`src/design/sml_pkg.sv`:
```
package sml_pkg;

   localparam int MAX_DIMS   = 4;
   localparam int SIZE_BITS  = 24;
   localparam int DIM_FIELDS = 4;
   localparam int DIM_LIMIT  = (MAX_DIMS < DIM_FIELDS) ? MAX_DIMS : DIM_FIELDS;
   localparam int DIM_IDX_W  = 2;
   localparam int ND_W       = 3;
   localparam int DIM_W      = 16;
   localparam int ESZ_W      = 12;
   localparam int BW_W       = 7;
   localparam int OFF_W      = SIZE_BITS + 1;
   localparam int BITS_W     = SIZE_BITS + 3;
   localparam int PROD_W     = ESZ_W + SIZE_BITS;
   localparam int MUL_W      = SIZE_BITS + DIM_W;
   localparam int UNIT_W     = ESZ_W + 3;
   localparam int OUT_W      = 24;
   localparam int BOFF_W     = 6;

   localparam logic [OFF_W-1:0] ALIGN_M2 = OFF_W'(32'h1);
   localparam logic [OFF_W-1:0] ALIGN_M4 = OFF_W'(32'h3);
   localparam logic [OFF_W-1:0] ALIGN_M8 = OFF_W'(32'h7);

   localparam logic OP_ADD   = 1'b0;
   localparam logic OP_CLOSE = 1'b1;

   localparam logic [1:0] ERR_NONE = 2'd0;
   localparam logic [1:0] ERR_NEG  = 2'd1;
   localparam logic [1:0] ERR_OVF  = 2'd2;

   typedef struct packed {
      logic                    opcode;
      logic [ESZ_W-1:0]        elem_size;
      logic [BW_W-1:0]         bit_width;
      logic [ND_W-1:0]         dim_count;
      logic signed [DIM_W-1:0] dim_0;
      logic signed [DIM_W-1:0] dim_1;
      logic signed [DIM_W-1:0] dim_2;
      logic signed [DIM_W-1:0] dim_3;
   } req_type;

   typedef struct packed {
      logic [OUT_W-1:0]  member_offset;
      logic [BOFF_W-1:0] member_bit_offset;
      logic [OUT_W-1:0]  element_count;
      logic [OUT_W-1:0]  record_size;
      logic              is_total;
      logic [1:0]        error_code;
   } rsp_type;

   typedef enum logic [2:0] {
      ST_IDLE,
      ST_ALIGN,
      ST_MUL,
      ST_PROD,
      ST_PLACE,
      ST_EMIT
   } state_type;

   typedef struct packed {
      logic                 load;
      logic                 align;
      logic                 mul;
      logic [DIM_IDX_W-1:0] dim_idx;
      logic                 prod;
      logic                 place;
      logic                 emit;
   } dp_cmd_type;

   typedef struct packed {
      logic [ND_W-1:0] dim_num;
      logic            out_free;
   } dp_sts_type;

   // Round pos up by the size class of sz.
   function automatic logic [OFF_W-1:0] align_up(input logic [SIZE_BITS-1:0] pos,
                                                 input logic [SIZE_BITS-1:0] sz);
      logic [OFF_W-1:0] p;
      p = {1'b0, pos};
      if (sz == SIZE_BITS'(1)) begin
         return p;
      end else if (sz == SIZE_BITS'(2)) begin
         return (p + ALIGN_M2) & ~ALIGN_M2;
      end else if (sz inside {SIZE_BITS'(3), SIZE_BITS'(4)}) begin
         return (p + ALIGN_M4) & ~ALIGN_M4;
      end else begin
         return (p + ALIGN_M8) & ~ALIGN_M8;
      end
   endfunction

endpackage

```
`src/design/sml_ctrl.sv`:
```
module sml_ctrl (
   input  logic                clock,
   input  logic                reset,
   input  logic                req_valid,
   output logic                req_ready,
   input  sml_pkg::dp_sts_type sts,
   output sml_pkg::dp_cmd_type cmd
);
   import sml_pkg::*;

   state_type            state_ff, state_in;
   logic [DIM_IDX_W-1:0] idx_ff, idx_in;
   logic [ND_W-1:0]      idx_next;

   assign idx_next = ND_W'(idx_ff) + ND_W'(1);

   always_ff @(posedge clock) begin
      if (reset) begin
         state_ff <= ST_IDLE;
         idx_ff   <= '0;
      end else begin
         state_ff <= state_in;
         idx_ff   <= idx_in;
      end
   end

   always_comb begin
      state_in    = state_ff;
      idx_in      = idx_ff;
      req_ready   = 1'b0;
      cmd         = '0;
      cmd.dim_idx = idx_ff;
      case (state_ff)
         ST_IDLE: begin
            req_ready = 1'b1;
            if (req_valid) begin
               cmd.load = 1'b1;
               idx_in   = '0;
               state_in = ST_ALIGN;
            end
         end
         ST_ALIGN: begin
            cmd.align = 1'b1;
            state_in  = (sts.dim_num == '0) ? ST_PROD : ST_MUL;
         end
         ST_MUL: begin
            cmd.mul = 1'b1;
            // advance one dimension per cycle until the clamped count is used up
            if (idx_next == sts.dim_num) begin
               state_in = ST_PROD;
            end else begin
               idx_in = idx_next[DIM_IDX_W-1:0];
            end
         end
         ST_PROD: begin
            cmd.prod = 1'b1;
            state_in = ST_PLACE;
         end
         ST_PLACE: begin
            cmd.place = 1'b1;
            state_in  = ST_EMIT;
         end
         ST_EMIT: begin
            // hold until the output register can take the result
            if (sts.out_free) begin
               cmd.emit = 1'b1;
               state_in = ST_IDLE;
            end
         end
         default: begin
            state_in = ST_IDLE;
         end
      endcase
   end

endmodule

```
`src/design/sml_dp.sv`:
```
module sml_dp (
   input  logic                clock,
   input  logic                reset,
   input  sml_pkg::req_type    req_data,
   input  sml_pkg::dp_cmd_type cmd,
   output sml_pkg::dp_sts_type sts,
   output logic                rsp_valid,
   input  logic                rsp_ready,
   output sml_pkg::rsp_type    rsp_data
);
   import sml_pkg::*;

   req_type               req_ff;
   logic [SIZE_BITS-1:0]  run_bytes_ff, run_bytes_in;
   logic [BITS_W-1:0]     run_bits_ff, run_bits_in;
   logic [1:0]            sticky_ff, sticky_in;
   logic [OFF_W-1:0]      off_ff;
   logic [SIZE_BITS-1:0]  cnt_ff;
   logic                  ovf_ff;
   logic [PROD_W-1:0]     prod_ff;
   logic [BITS_W:0]       bf_bits_ff;
   logic [UNIT_W-1:0]     bf_used_ff;
   rsp_type               rslt_ff, rslt_in;
   logic                  rsp_valid_ff;
   rsp_type               rsp_data_ff;

   logic [DIM_W-1:0]      dim_arr [DIM_FIELDS];
   logic [ND_W-1:0]       dim_num;
   logic                  neg;
   logic [MUL_W-1:0]      mul_prod;
   logic [SIZE_BITS-1:0]  esz_ext;

   logic [UNIT_W-1:0]     unit, unit_m1, used_raw, rest;
   logic                  skip;

   logic                  is_bf;
   logic [ESZ_W-1:0]      esz_m1;
   logic [OFF_W-1:0]      off_bf, off_sel;
   logic [OFF_W:0]        off_end, nsize_bf;
   logic [BITS_W+1:0]     nbits;
   logic                  bf_ovf;
   logic [PROD_W:0]       nsize_arr;
   logic                  arr_ovf;
   logic [OFF_W-1:0]      close_size;

   assign dim_arr[0] = req_ff.dim_0;
   assign dim_arr[1] = req_ff.dim_1;
   assign dim_arr[2] = req_ff.dim_2;
   assign dim_arr[3] = req_ff.dim_3;

   assign dim_num = (req_ff.dim_count > ND_W'(DIM_LIMIT)) ? ND_W'(DIM_LIMIT)
                                                          : req_ff.dim_count;
   assign esz_ext = SIZE_BITS'(req_ff.elem_size);

   always_comb begin
      neg = 1'b0;
      for (int i = 0; i < DIM_FIELDS; i++) begin
         if (ND_W'(i) < dim_num && dim_arr[i][DIM_W-1]) begin
            neg = 1'b1;
         end
      end
   end

   assign mul_prod = MUL_W'(cnt_ff) * MUL_W'(dim_arr[cmd.dim_idx]);

   // bitfield unit fit, prepared ahead of placement
   assign unit     = {req_ff.elem_size, 3'b000};
   assign unit_m1  = unit - UNIT_W'(1);
   assign used_raw = run_bits_ff[UNIT_W-1:0] & unit_m1;
   assign rest     = unit - used_raw;
   assign skip     = rest < UNIT_W'(req_ff.bit_width);

   assign is_bf    = (req_ff.bit_width != '0) && (req_ff.elem_size != '0);
   assign esz_m1   = req_ff.elem_size - ESZ_W'(1);
   assign off_bf   = bf_bits_ff[BITS_W:3] & ~OFF_W'(esz_m1);
   assign off_sel  = is_bf ? off_bf : off_ff;
   assign off_end  = {1'b0, off_sel} + (OFF_W+1)'(req_ff.elem_size);
   assign nsize_bf = ((OFF_W+1)'(run_bytes_ff) < off_end) ? off_end
                                                          : (OFF_W+1)'(run_bytes_ff);
   assign nbits    = is_bf ? ((BITS_W+2)'({off_bf, 3'b000}) + (BITS_W+2)'(bf_used_ff)
                              + (BITS_W+2)'(req_ff.bit_width))
                           : {off_end, 3'b000};
   assign bf_ovf   = (|nsize_bf[OFF_W:SIZE_BITS]) || (|nbits[BITS_W+1:BITS_W]);

   assign nsize_arr = (PROD_W+1)'(off_ff) + (PROD_W+1)'(prod_ff);
   assign arr_ovf   = ovf_ff || (|nsize_arr[PROD_W:SIZE_BITS]);

   assign close_size = align_up(run_bytes_ff, run_bytes_ff);

   always_comb begin
      rslt_in      = '0;
      run_bytes_in = run_bytes_ff;
      run_bits_in  = run_bits_ff;
      sticky_in    = sticky_ff;
      if (req_ff.opcode == OP_CLOSE) begin
         rslt_in.is_total = 1'b1;
         if (sticky_ff != ERR_NONE) begin
            rslt_in.error_code = sticky_ff;
         end else if (close_size[SIZE_BITS]) begin
            rslt_in.error_code = ERR_OVF;
         end else begin
            rslt_in.record_size = OUT_W'(close_size[SIZE_BITS-1:0]);
         end
         run_bytes_in = '0;
         run_bits_in  = '0;
         sticky_in    = ERR_NONE;
      end else if (sticky_ff != ERR_NONE) begin
         rslt_in.error_code = sticky_ff;
      end else if (off_ff[SIZE_BITS]) begin
         rslt_in.error_code = ERR_OVF;
         sticky_in          = ERR_OVF;
      end else if (dim_num != '0) begin
         if (neg) begin
            rslt_in.error_code = ERR_NEG;
            sticky_in          = ERR_NEG;
         end else if (arr_ovf) begin
            rslt_in.error_code = ERR_OVF;
            sticky_in          = ERR_OVF;
         end else begin
            run_bytes_in            = nsize_arr[SIZE_BITS-1:0];
            run_bits_in             = {nsize_arr[SIZE_BITS-1:0], 3'b000};
            rslt_in.member_offset   = OUT_W'(off_ff[SIZE_BITS-1:0]);
            rslt_in.element_count   = OUT_W'(cnt_ff);
         end
      end else begin
         if (bf_ovf) begin
            rslt_in.error_code = ERR_OVF;
            sticky_in          = ERR_OVF;
         end else begin
            run_bytes_in              = nsize_bf[SIZE_BITS-1:0];
            run_bits_in               = nbits[BITS_W-1:0];
            rslt_in.member_offset     = OUT_W'(off_sel[SIZE_BITS-1:0]);
            rslt_in.member_bit_offset = is_bf ? bf_used_ff[BOFF_W-1:0] : '0;
            rslt_in.element_count     = OUT_W'(1);
         end
      end
   end

   always_ff @(posedge clock) begin
      if (reset) begin
         run_bytes_ff <= '0;
         run_bits_ff  <= '0;
         sticky_ff    <= ERR_NONE;
         rsp_valid_ff <= 1'b0;
      end else begin
         if (cmd.place) begin
            run_bytes_ff <= run_bytes_in;
            run_bits_ff  <= run_bits_in;
            sticky_ff    <= sticky_in;
         end
         if (cmd.emit) begin
            rsp_valid_ff <= 1'b1;
         end else if (rsp_ready) begin
            rsp_valid_ff <= 1'b0;
         end
      end
   end

   always_ff @(posedge clock) begin
      if (cmd.load) begin
         req_ff <= req_data;
         cnt_ff <= SIZE_BITS'(1);
         ovf_ff <= 1'b0;
      end else if (cmd.mul) begin
         cnt_ff <= mul_prod[SIZE_BITS-1:0];
         ovf_ff <= ovf_ff | (|mul_prod[MUL_W-1:SIZE_BITS]);
      end
      if (cmd.align) begin
         off_ff <= align_up(run_bytes_ff, esz_ext);
      end
      if (cmd.prod) begin
         prod_ff    <= PROD_W'(req_ff.elem_size) * PROD_W'(cnt_ff);
         bf_bits_ff <= {1'b0, run_bits_ff} + (skip ? (BITS_W+1)'(rest) : '0);
         bf_used_ff <= skip ? '0 : used_raw;
      end
      if (cmd.place) begin
         rslt_ff <= rslt_in;
      end
      if (cmd.emit) begin
         rsp_data_ff <= rslt_ff;
      end
   end

   assign sts.dim_num  = dim_num;
   assign sts.out_free = !rsp_valid_ff || rsp_ready;
   assign rsp_valid    = rsp_valid_ff;
   assign rsp_data     = rsp_data_ff;

   a_emit_free: assert property (@(posedge clock) disable iff (reset)
      cmd.emit |-> (!rsp_valid_ff || rsp_ready))
      else $error("result loaded over an unread result");

   a_close_clears: assert property (@(posedge clock) disable iff (reset)
      (cmd.place && req_ff.opcode == OP_CLOSE) |=>
         (run_bytes_ff == '0 && run_bits_ff == '0 && sticky_ff == ERR_NONE))
      else $error("close did not clear layout state");

   a_sticky_code: assert property (@(posedge clock) disable iff (reset)
      sticky_ff == ERR_NONE || sticky_ff == ERR_NEG || sticky_ff == ERR_OVF)
      else $error("bad sticky error code");

   a_total_fields: assert property (@(posedge clock) disable iff (reset)
      (rsp_valid_ff && rsp_data_ff.is_total) |->
         (rsp_data_ff.member_offset == '0 && rsp_data_ff.element_count == '0))
      else $error("close result carries member fields");

   a_error_no_place: assert property (@(posedge clock) disable iff (reset)
      (cmd.place && req_ff.opcode == OP_ADD && sticky_ff != ERR_NONE) |=>
         $stable(run_bytes_ff))
      else $error("member placed under sticky error");

endmodule

```
`src/design/struct_member_layout_core.sv`:
```
// Record layout engine: places members of a C-style record one request at a time.
// Request channel (req_valid/req_ready/req_data): opcode add places a member,
// aligned by its size class, extended by its array dimensions or packed as a bitfield;
// opcode close rounds the running size, reports it and clears the record.
// Response channel (rsp_valid/rsp_ready/rsp_data): exactly one result per request,
// in request order, carrying offset, bit offset, element count or total and error.
// Steps: the request is accepted and loaded, then aligned; each array dimension used
// (0 to 4) then takes one pass through the shared 24x16 multiplier; the element-size
// multiply, placement and the load of the output register follow in that order.
// A new request is taken only after the previous one has reached the output register.
// The result sits in an output register, so the next request is taken while the
// previous response still waits; a stalled receiver holds the engine only once
// the following result is ready to be loaded.
// Errors (negative dimension, size overflow) are sticky until the next close.
// Reset (synchronous) clears running size, bit count, error and the response valid.
module struct_member_layout_core (
   input  logic             clock,
   input  logic             reset,
   input  logic             req_valid,
   output logic             req_ready,
   input  sml_pkg::req_type req_data,
   output logic             rsp_valid,
   input  logic             rsp_ready,
   output sml_pkg::rsp_type rsp_data
);
   import sml_pkg::*;

   dp_cmd_type cmd;
   dp_sts_type sts;

   sml_ctrl u_ctrl (
      .clock     (clock),
      .reset     (reset),
      .req_valid (req_valid),
      .req_ready (req_ready),
      .sts       (sts),
      .cmd       (cmd)
   );

   sml_dp u_dp (
      .clock     (clock),
      .reset     (reset),
      .req_data  (req_data),
      .cmd       (cmd),
      .sts       (sts),
      .rsp_valid (rsp_valid),
      .rsp_ready (rsp_ready),
      .rsp_data  (rsp_data)
   );

endmodule

```
`config.mk`:
```
export PLATFORM = sky130hd
export DESIGN_NAME = struct_member_layout_core
export DESIGN_NICKNAME = d
export VERILOG_FILES = /design/src/design/sml_pkg.sv /design/src/design/sml_ctrl.sv /design/src/design/sml_dp.sv /design/src/design/struct_member_layout_core.sv
export SDC_FILE = /design/constraint.sdc
export NUM_CORES = 2
export LEC_CHECK = 0
export BUFFER_PORTS_ARGS = -buffer_cell sky130_fd_sc_hd__buf_2
export CORE_MARGIN = 5
export CORE_UTILIZATION = 58
export DETAILED_ROUTE_END_ITERATION = 8
export MAX_ROUTING_LAYER = met4
export PLACE_DENSITY = 0.75
export SLEW_MARGIN = 0
export SYNTH_ARGS = -nofsm -noshare
export SYNTH_HDL_FRONTEND = slang
export SYNTH_HIERARCHICAL = 1
export SYNTH_SLANG_ARGS = --single-unit
```
`constraint.sdc`:
```
create_clock -name clock -period 7.98 [get_ports clock]
set_clock_uncertainty 0.2 [all_clocks]
set_input_delay 0.798 -clock clock [delete_from_list [all_inputs] [get_ports clock]]
set_output_delay 0.798 -clock clock [all_outputs]
set_load 0.03 [all_outputs]
```
# Word-level counts from Yosys, hierarchy flattened
# Cells that the tools add are included.
# word_totals
register_bits	437
inputBits	91
out_inout_bits	83
word_cells	195
# classes
n_addsub	12
mul	2
order_cmp	8
n_eq_ne	24
muxes	76
bitwise_logic	7
n_reduce_logical	33
# op_table
operator	n
$mux W24	14
$mux W27	7
$mux W25	6
$mux W54	1
$eq A24 B2 Y1 const B	2
$mul A24 B16 Y40	1
$add A25 B36 Y37	1
$mul A12 B24 Y36	1
$mux W2	18
$bmux W16 S2	1
$mux W16	2
$add A28 B15 Y29	1
$add A29 B7 Y29	1
$mux W29	1
$add A27 B28 Y28	1
$add A25 B12 Y26	1
$lt A24 B26 Y1	1
$mux W26	1
$add A24 B1 Y25 const B	1
$add A24 B2 Y25 const B	1
$add A24 B3 Y25 const B	1
$and A25 B25 Y25	1
$not A12 Y25	1
$eq A12 B2 Y1 const B	2
49 further kinds	94

# Logic depth before layout (Yosys ltp)
# logic_depth
word_depth	14
ltp_mapped	38
ltp_nobuf	33

# Hierarchy
# The synthesis kept the hierarchy.
# modules_own_cells
mod	instances	cells_each	area_each_um2	seq_area_each_um2
sml_dp	1	4282	42912.4	12091.6
sml_ctrl	1	40	361.6	100.1

# Worst setup path after synthesis
# Ideal clock, no wire load.
# synth_timing
path_kind	register to register
start	register u_ctrl.idx_ff[0]
end	register u_dp.ovf_ff
setup_ns	0.137
arrival_ns	7.987
required_ns	7.643
path_slack_ns	-0.344
path_stages_with_launch	31
path_buffers	3
period_less_slack_ns	8.324
path_cell_list	dfxtp_1 > clkbuf_1 > buf_1 > mux4_2 > clkbuf_1 > and2_1 > fa_1 > inv_1 > fa_1 > inv_1 > fa_1 > ha_1 > inv_1 > fa_1 > fa_1 > inv_1 > ha_1 > a21o_1 > a21o_1 > a21oi_1 > o21ai_0 > a41oi_1 > o211ai_1 > o2111ai_1 > a41oi_1 > a21o_1 > a31oi_1 > nand4_1 > a31oi_1 > xnor2_1 > a41oi_1
# synth_between
elab_chain_cells	7
# synth_rtl
item	line	source
start: declaration	sml_ctrl.sv:12	logic [DIM_IDX_W-1:0] idx_ff, idx_in;
start signal: assignment	sml_ctrl.sv:23	idx_ff <= idx_in;
$not A2 Y3 (not written as such)	sml_dp.sv:64	assign mul_prod = MUL_W'(cnt_ff) * MUL_W'(dim_arr[cmd.dim_idx]);
$bmux W16 S2	sml_dp.sv:64	
$mux W16 (not written as such) (2 in series)	sml_dp.sv:64	
$mul A24 B16 Y40	sml_dp.sv:64	
$reduce_or A16 Y1	sml_dp.sv:166	ovf_ff <= ovf_ff | (|mul_prod[MUL_W-1:SIZE_BITS]);
$or A1 B1 Y1	sml_dp.sv:166	
end signal: assignment	sml_dp.sv:166	
end: declaration	sml_dp.sv:19	logic ovf_ff;
# No other way between the ends. The select of a mux whose other input is x is not followed.
# A chain may end at the register's enable or synchronous reset.

# Worst setup path in the final report
# Ends and elaborated chain as after synthesis.

==> key figures <==
CTS
  • Clock Sinks: 434
  • Clock Latency Late Sink: 620 ps
  • CTS tree: yes
  • Max Root-Sink Buffers: 3
  • Clock-pin slew on the worst setup and hold paths: 60 ps
  • Num CTS Buffers: 51
  • Clock Tree Root: clkbuf_16
  • H-tree levels: 2

Drt
  • Drt total wl: 118 mm
  • TritonRoute pass-1 iters: 6
  • Via-to-Cell Ratio: 5.85
  • Vias: 32.2k
  • Final ANT Viol Nets: 0
  • DRC violations left: 0
  • Drt wl/cell: 21.4 µm
  • DRT iter0 DRCs: 2,433

Logic synthesis
  • Number of unique standard cell types used by synthesis: 92
  • Post-synthesis sequential area ratio: 28.2%
  • Synth top area share: 24.7%
  • Ranking of synthesized cells by area: fa_1 25%, edfxtp_1 24%, ha_1 8.8%, inv_1 5.1%, and2_1 4.8%
  • Post-synth top cells: 584 x inv_1, 533 x fa_1, 522 x nand2_1
  • Synth Register Bits: 434
  • Post-synth EDFFs: 350
  • Top-count cell post-synth: inv_1
  • Syn Area/Cell: 10.0 µm²
  • Cell count after synthesis: 4,322
  • Synth warnings: 6
  • Top FF cell, synth: edfxtp_1
  • Post-synth top area cell: fa_1
  • Mapped cell area: 43,300 µm²
  • Share of synthesized flip-flops with an asynchronous set or reset: 0%

Place
  • Post-detailed-placement cell area: 45,800 µm²
  • GP Congestion: 1.01
  • Dpl ws: -18.1 ps
  • Inst Count DP: 5,395
  • Final HPWL DP: 91.3 mm
  • Port bufs: 173

Critical path
  • Reg2reg setup slack: 290 ps
  • Crit path launch: u_ctrl/idx_ff[0]
  • FF-to-FF End: u_dp/ovf_ff
  • CP Max Fanout: 9
  • Worst setup endpoint: u_dp/ovf_ff
  • Crit start category: register
  • Worst path slowest cell: mux4_2
  • Worst Path Arrival: 7960 ps
  • CP Data Required Time: 8250 ps
  • RR Startpoint: u_ctrl/idx_ff[0]
  • WP buf/inv: 5
  • Slowest stage delay, CP: 650 ps
  • WS Path Type: reg2reg
  • Worst path top cell family by delay: adder cells
  • Most used cell, CP: fa_1
  • Worst R2R Path Depth: 27
  • Worst Setup End Kind: register
  • WP depth: 27

Timing
  • Worst-Margin Slew: 1040 ps
  • Finish-stage setup viols: 0
  • Fin crit period: 7690 ps
  • Setup WS post-layout: 294 ps
  • Fmax: 0.130 GHz
  • Rel. slew slack: 30.7%
  • Final Hold Vio Count: 0
  • Slew Limit Fails: 0
  • Final Cycle Share: 96.3%

GRT
  • First-pass GRT wire length: 187 mm
  • GRT Util Overall: 30.2%
  • Vias in the first global route: 33.5k
  • Largest net degree at the start of global routing: 69
  • Final global-route overflow total: 0
  • Initial antenna violation count: 1

Die
  • Die area: 80,200 µm²
  • FP Rows: 100
  • Core Area: 74,200 µm²
  • Die W: 283 µm
  • Ports: 174
  • Initial Util: 58.3%
  • Die Ht: 283 µm

Run status
  • Status: finished clean

Finish
  • Non-filler instance count after layout: 5,496
  • Layout cells sized above 1: 10.9%
  • P&R area growth vs syn: 9.95%
  • # nets final: 5,412
  • Design Area, Final: 47,600 µm²

Flow run
  • Total of max-cap violations: 0

Pwr
  • Leakage power: 0.0212 µW
  • Power Dens Cells: 427 nW/µm²
  • Worst vdd ir: 1.19 mV
  • Total Power: 20,300 µW

Min path
  • Hold Path Depth: 1
  • Hold Path Class: in2reg
## state kept, by name (all words and copies together), names as in the netlist, 11 cells and up
register / count
u_dp/prod_ff: 36
u_dp/off_ff: 25
u_dp/bf_bits_ff: 25
u_dp/rsp_data: 81
u_dp/bf_used_ff: 15
u_dp/run_bits_ff: 27
u_dp/dim_arr: 64
u_dp/rslt_ff: 81
u_dp/cnt_ff: 24
u_dp/esz_ext: 12
u_dp/req_ff: 11
u_dp/run_bytes_ff: 24
## layer usage
| metal | track usage, % | vias to the layer above | wire length [µm] |
|---|---|---|---|
| met5 | - | - | 0 |
| met4 | 12.3 | 0 | 6140 |
| met3 | 3.64 | 341 | 8250 |
| met2 | 49.8 | 1291 | 56600 |
| met1 | 38.4 | 16000 | 46800 |
| li1 | - | 14500 | - |
## kinds of logic after synthesis
kind of cell | synth area share (%)
and+or+nand+nor | 16.0
adders and majority gates | 33.5
buffers and inverters | 7.11
AOI/OAI and AO/OA | 8.86
DFF | 28.2
xor gates and xnor gates | 4.23
muxes | 2.14
other | 0.00867
## metrics by stage
stage / setup TNS (ps) / utilization, % / hold slack, ps
CTS: 0 / 64.0 / 128
floorplan: -99.0 / - / 200
detailed placement: -18.1 / 61.7 / 205
global route: -64.1 / 64.1 / 138
finish: 0 / 64.1 / 155
global placement: 0 / 61.7 / 201
## cell usage in the layout, fill, tap and decap left out, types with 37 or more instances in the layout
master     synthesis  routed
fa_1             533     533
xor2_1            81      81
buf_4              1     149
nor3_1            40      38
o21ai_0          127     123
nor2_1           183     183
a21oi_1          136     134
and2_1           333     333
mux2i_1           46      46
edfxtp_1         350     350
and3_1            49      49
xnor2_1          128     128
nand3_1           59      58
clkbuf_16          0      52
nor2b_1           37      37
ha_1             305     304
buf_2             10     173
nand2_1          522     522
dfxtp_1           84      83
a21o_1            61      61
nand2b_1          42      42
inv_1            584     583
## report_power, final
| group | total (µW) | switching, µW | internal (µW) |
|---|---|---|---|
| logic | 14500 | 8460 | 6000 |
| clock network | 2310 | 996 | 1310 |
| registers | 3550 | 421 | 3120 |
| total | 20300 | 9870 | 10400 |
## timing repair
item,4_1_cts,5_1_grt
gates cloned,0,0
endpoints found under the setup margin,1,1
pin swaps,0,8
resized for setup,1,20
hold buffers,0,0
buffers inserted,0,4
## final cells by class
| class | instances | area [µm²] |
|---|---|---|
| fillers | 5949 | 26600 |
| flip-flops and latches | 434 | 12200 |
| inverters | 584 | 2190 |
| well taps | 969 | 1210 |
| clock inverters | 34 | 295 |
| repair buffers | 330 | 2130 |
| multi-input cells | 3082 | 28200 |
| clock buffers | 62 | 1380 |
| diodes | 1 | 2.50 |
## worst min-delay path by stage
stage / start / end
final: req_data[86] / u_dp/req_ff[86]
after global routing: req_data[73] / u_dp/req_ff[73]
after CTS: req_data[86] / u_dp/req_ff[86]
after global placement: u_dp/rslt_ff[66] / u_dp/rsp_data[66]
after detailed placement: u_dp/rslt_ff[18] / u_dp/rsp_data[18]
after floorplan: u_dp/rslt_ff[0] / u_dp/rsp_data[0]
Note: power is estimated with default switching activity, not from simulation.
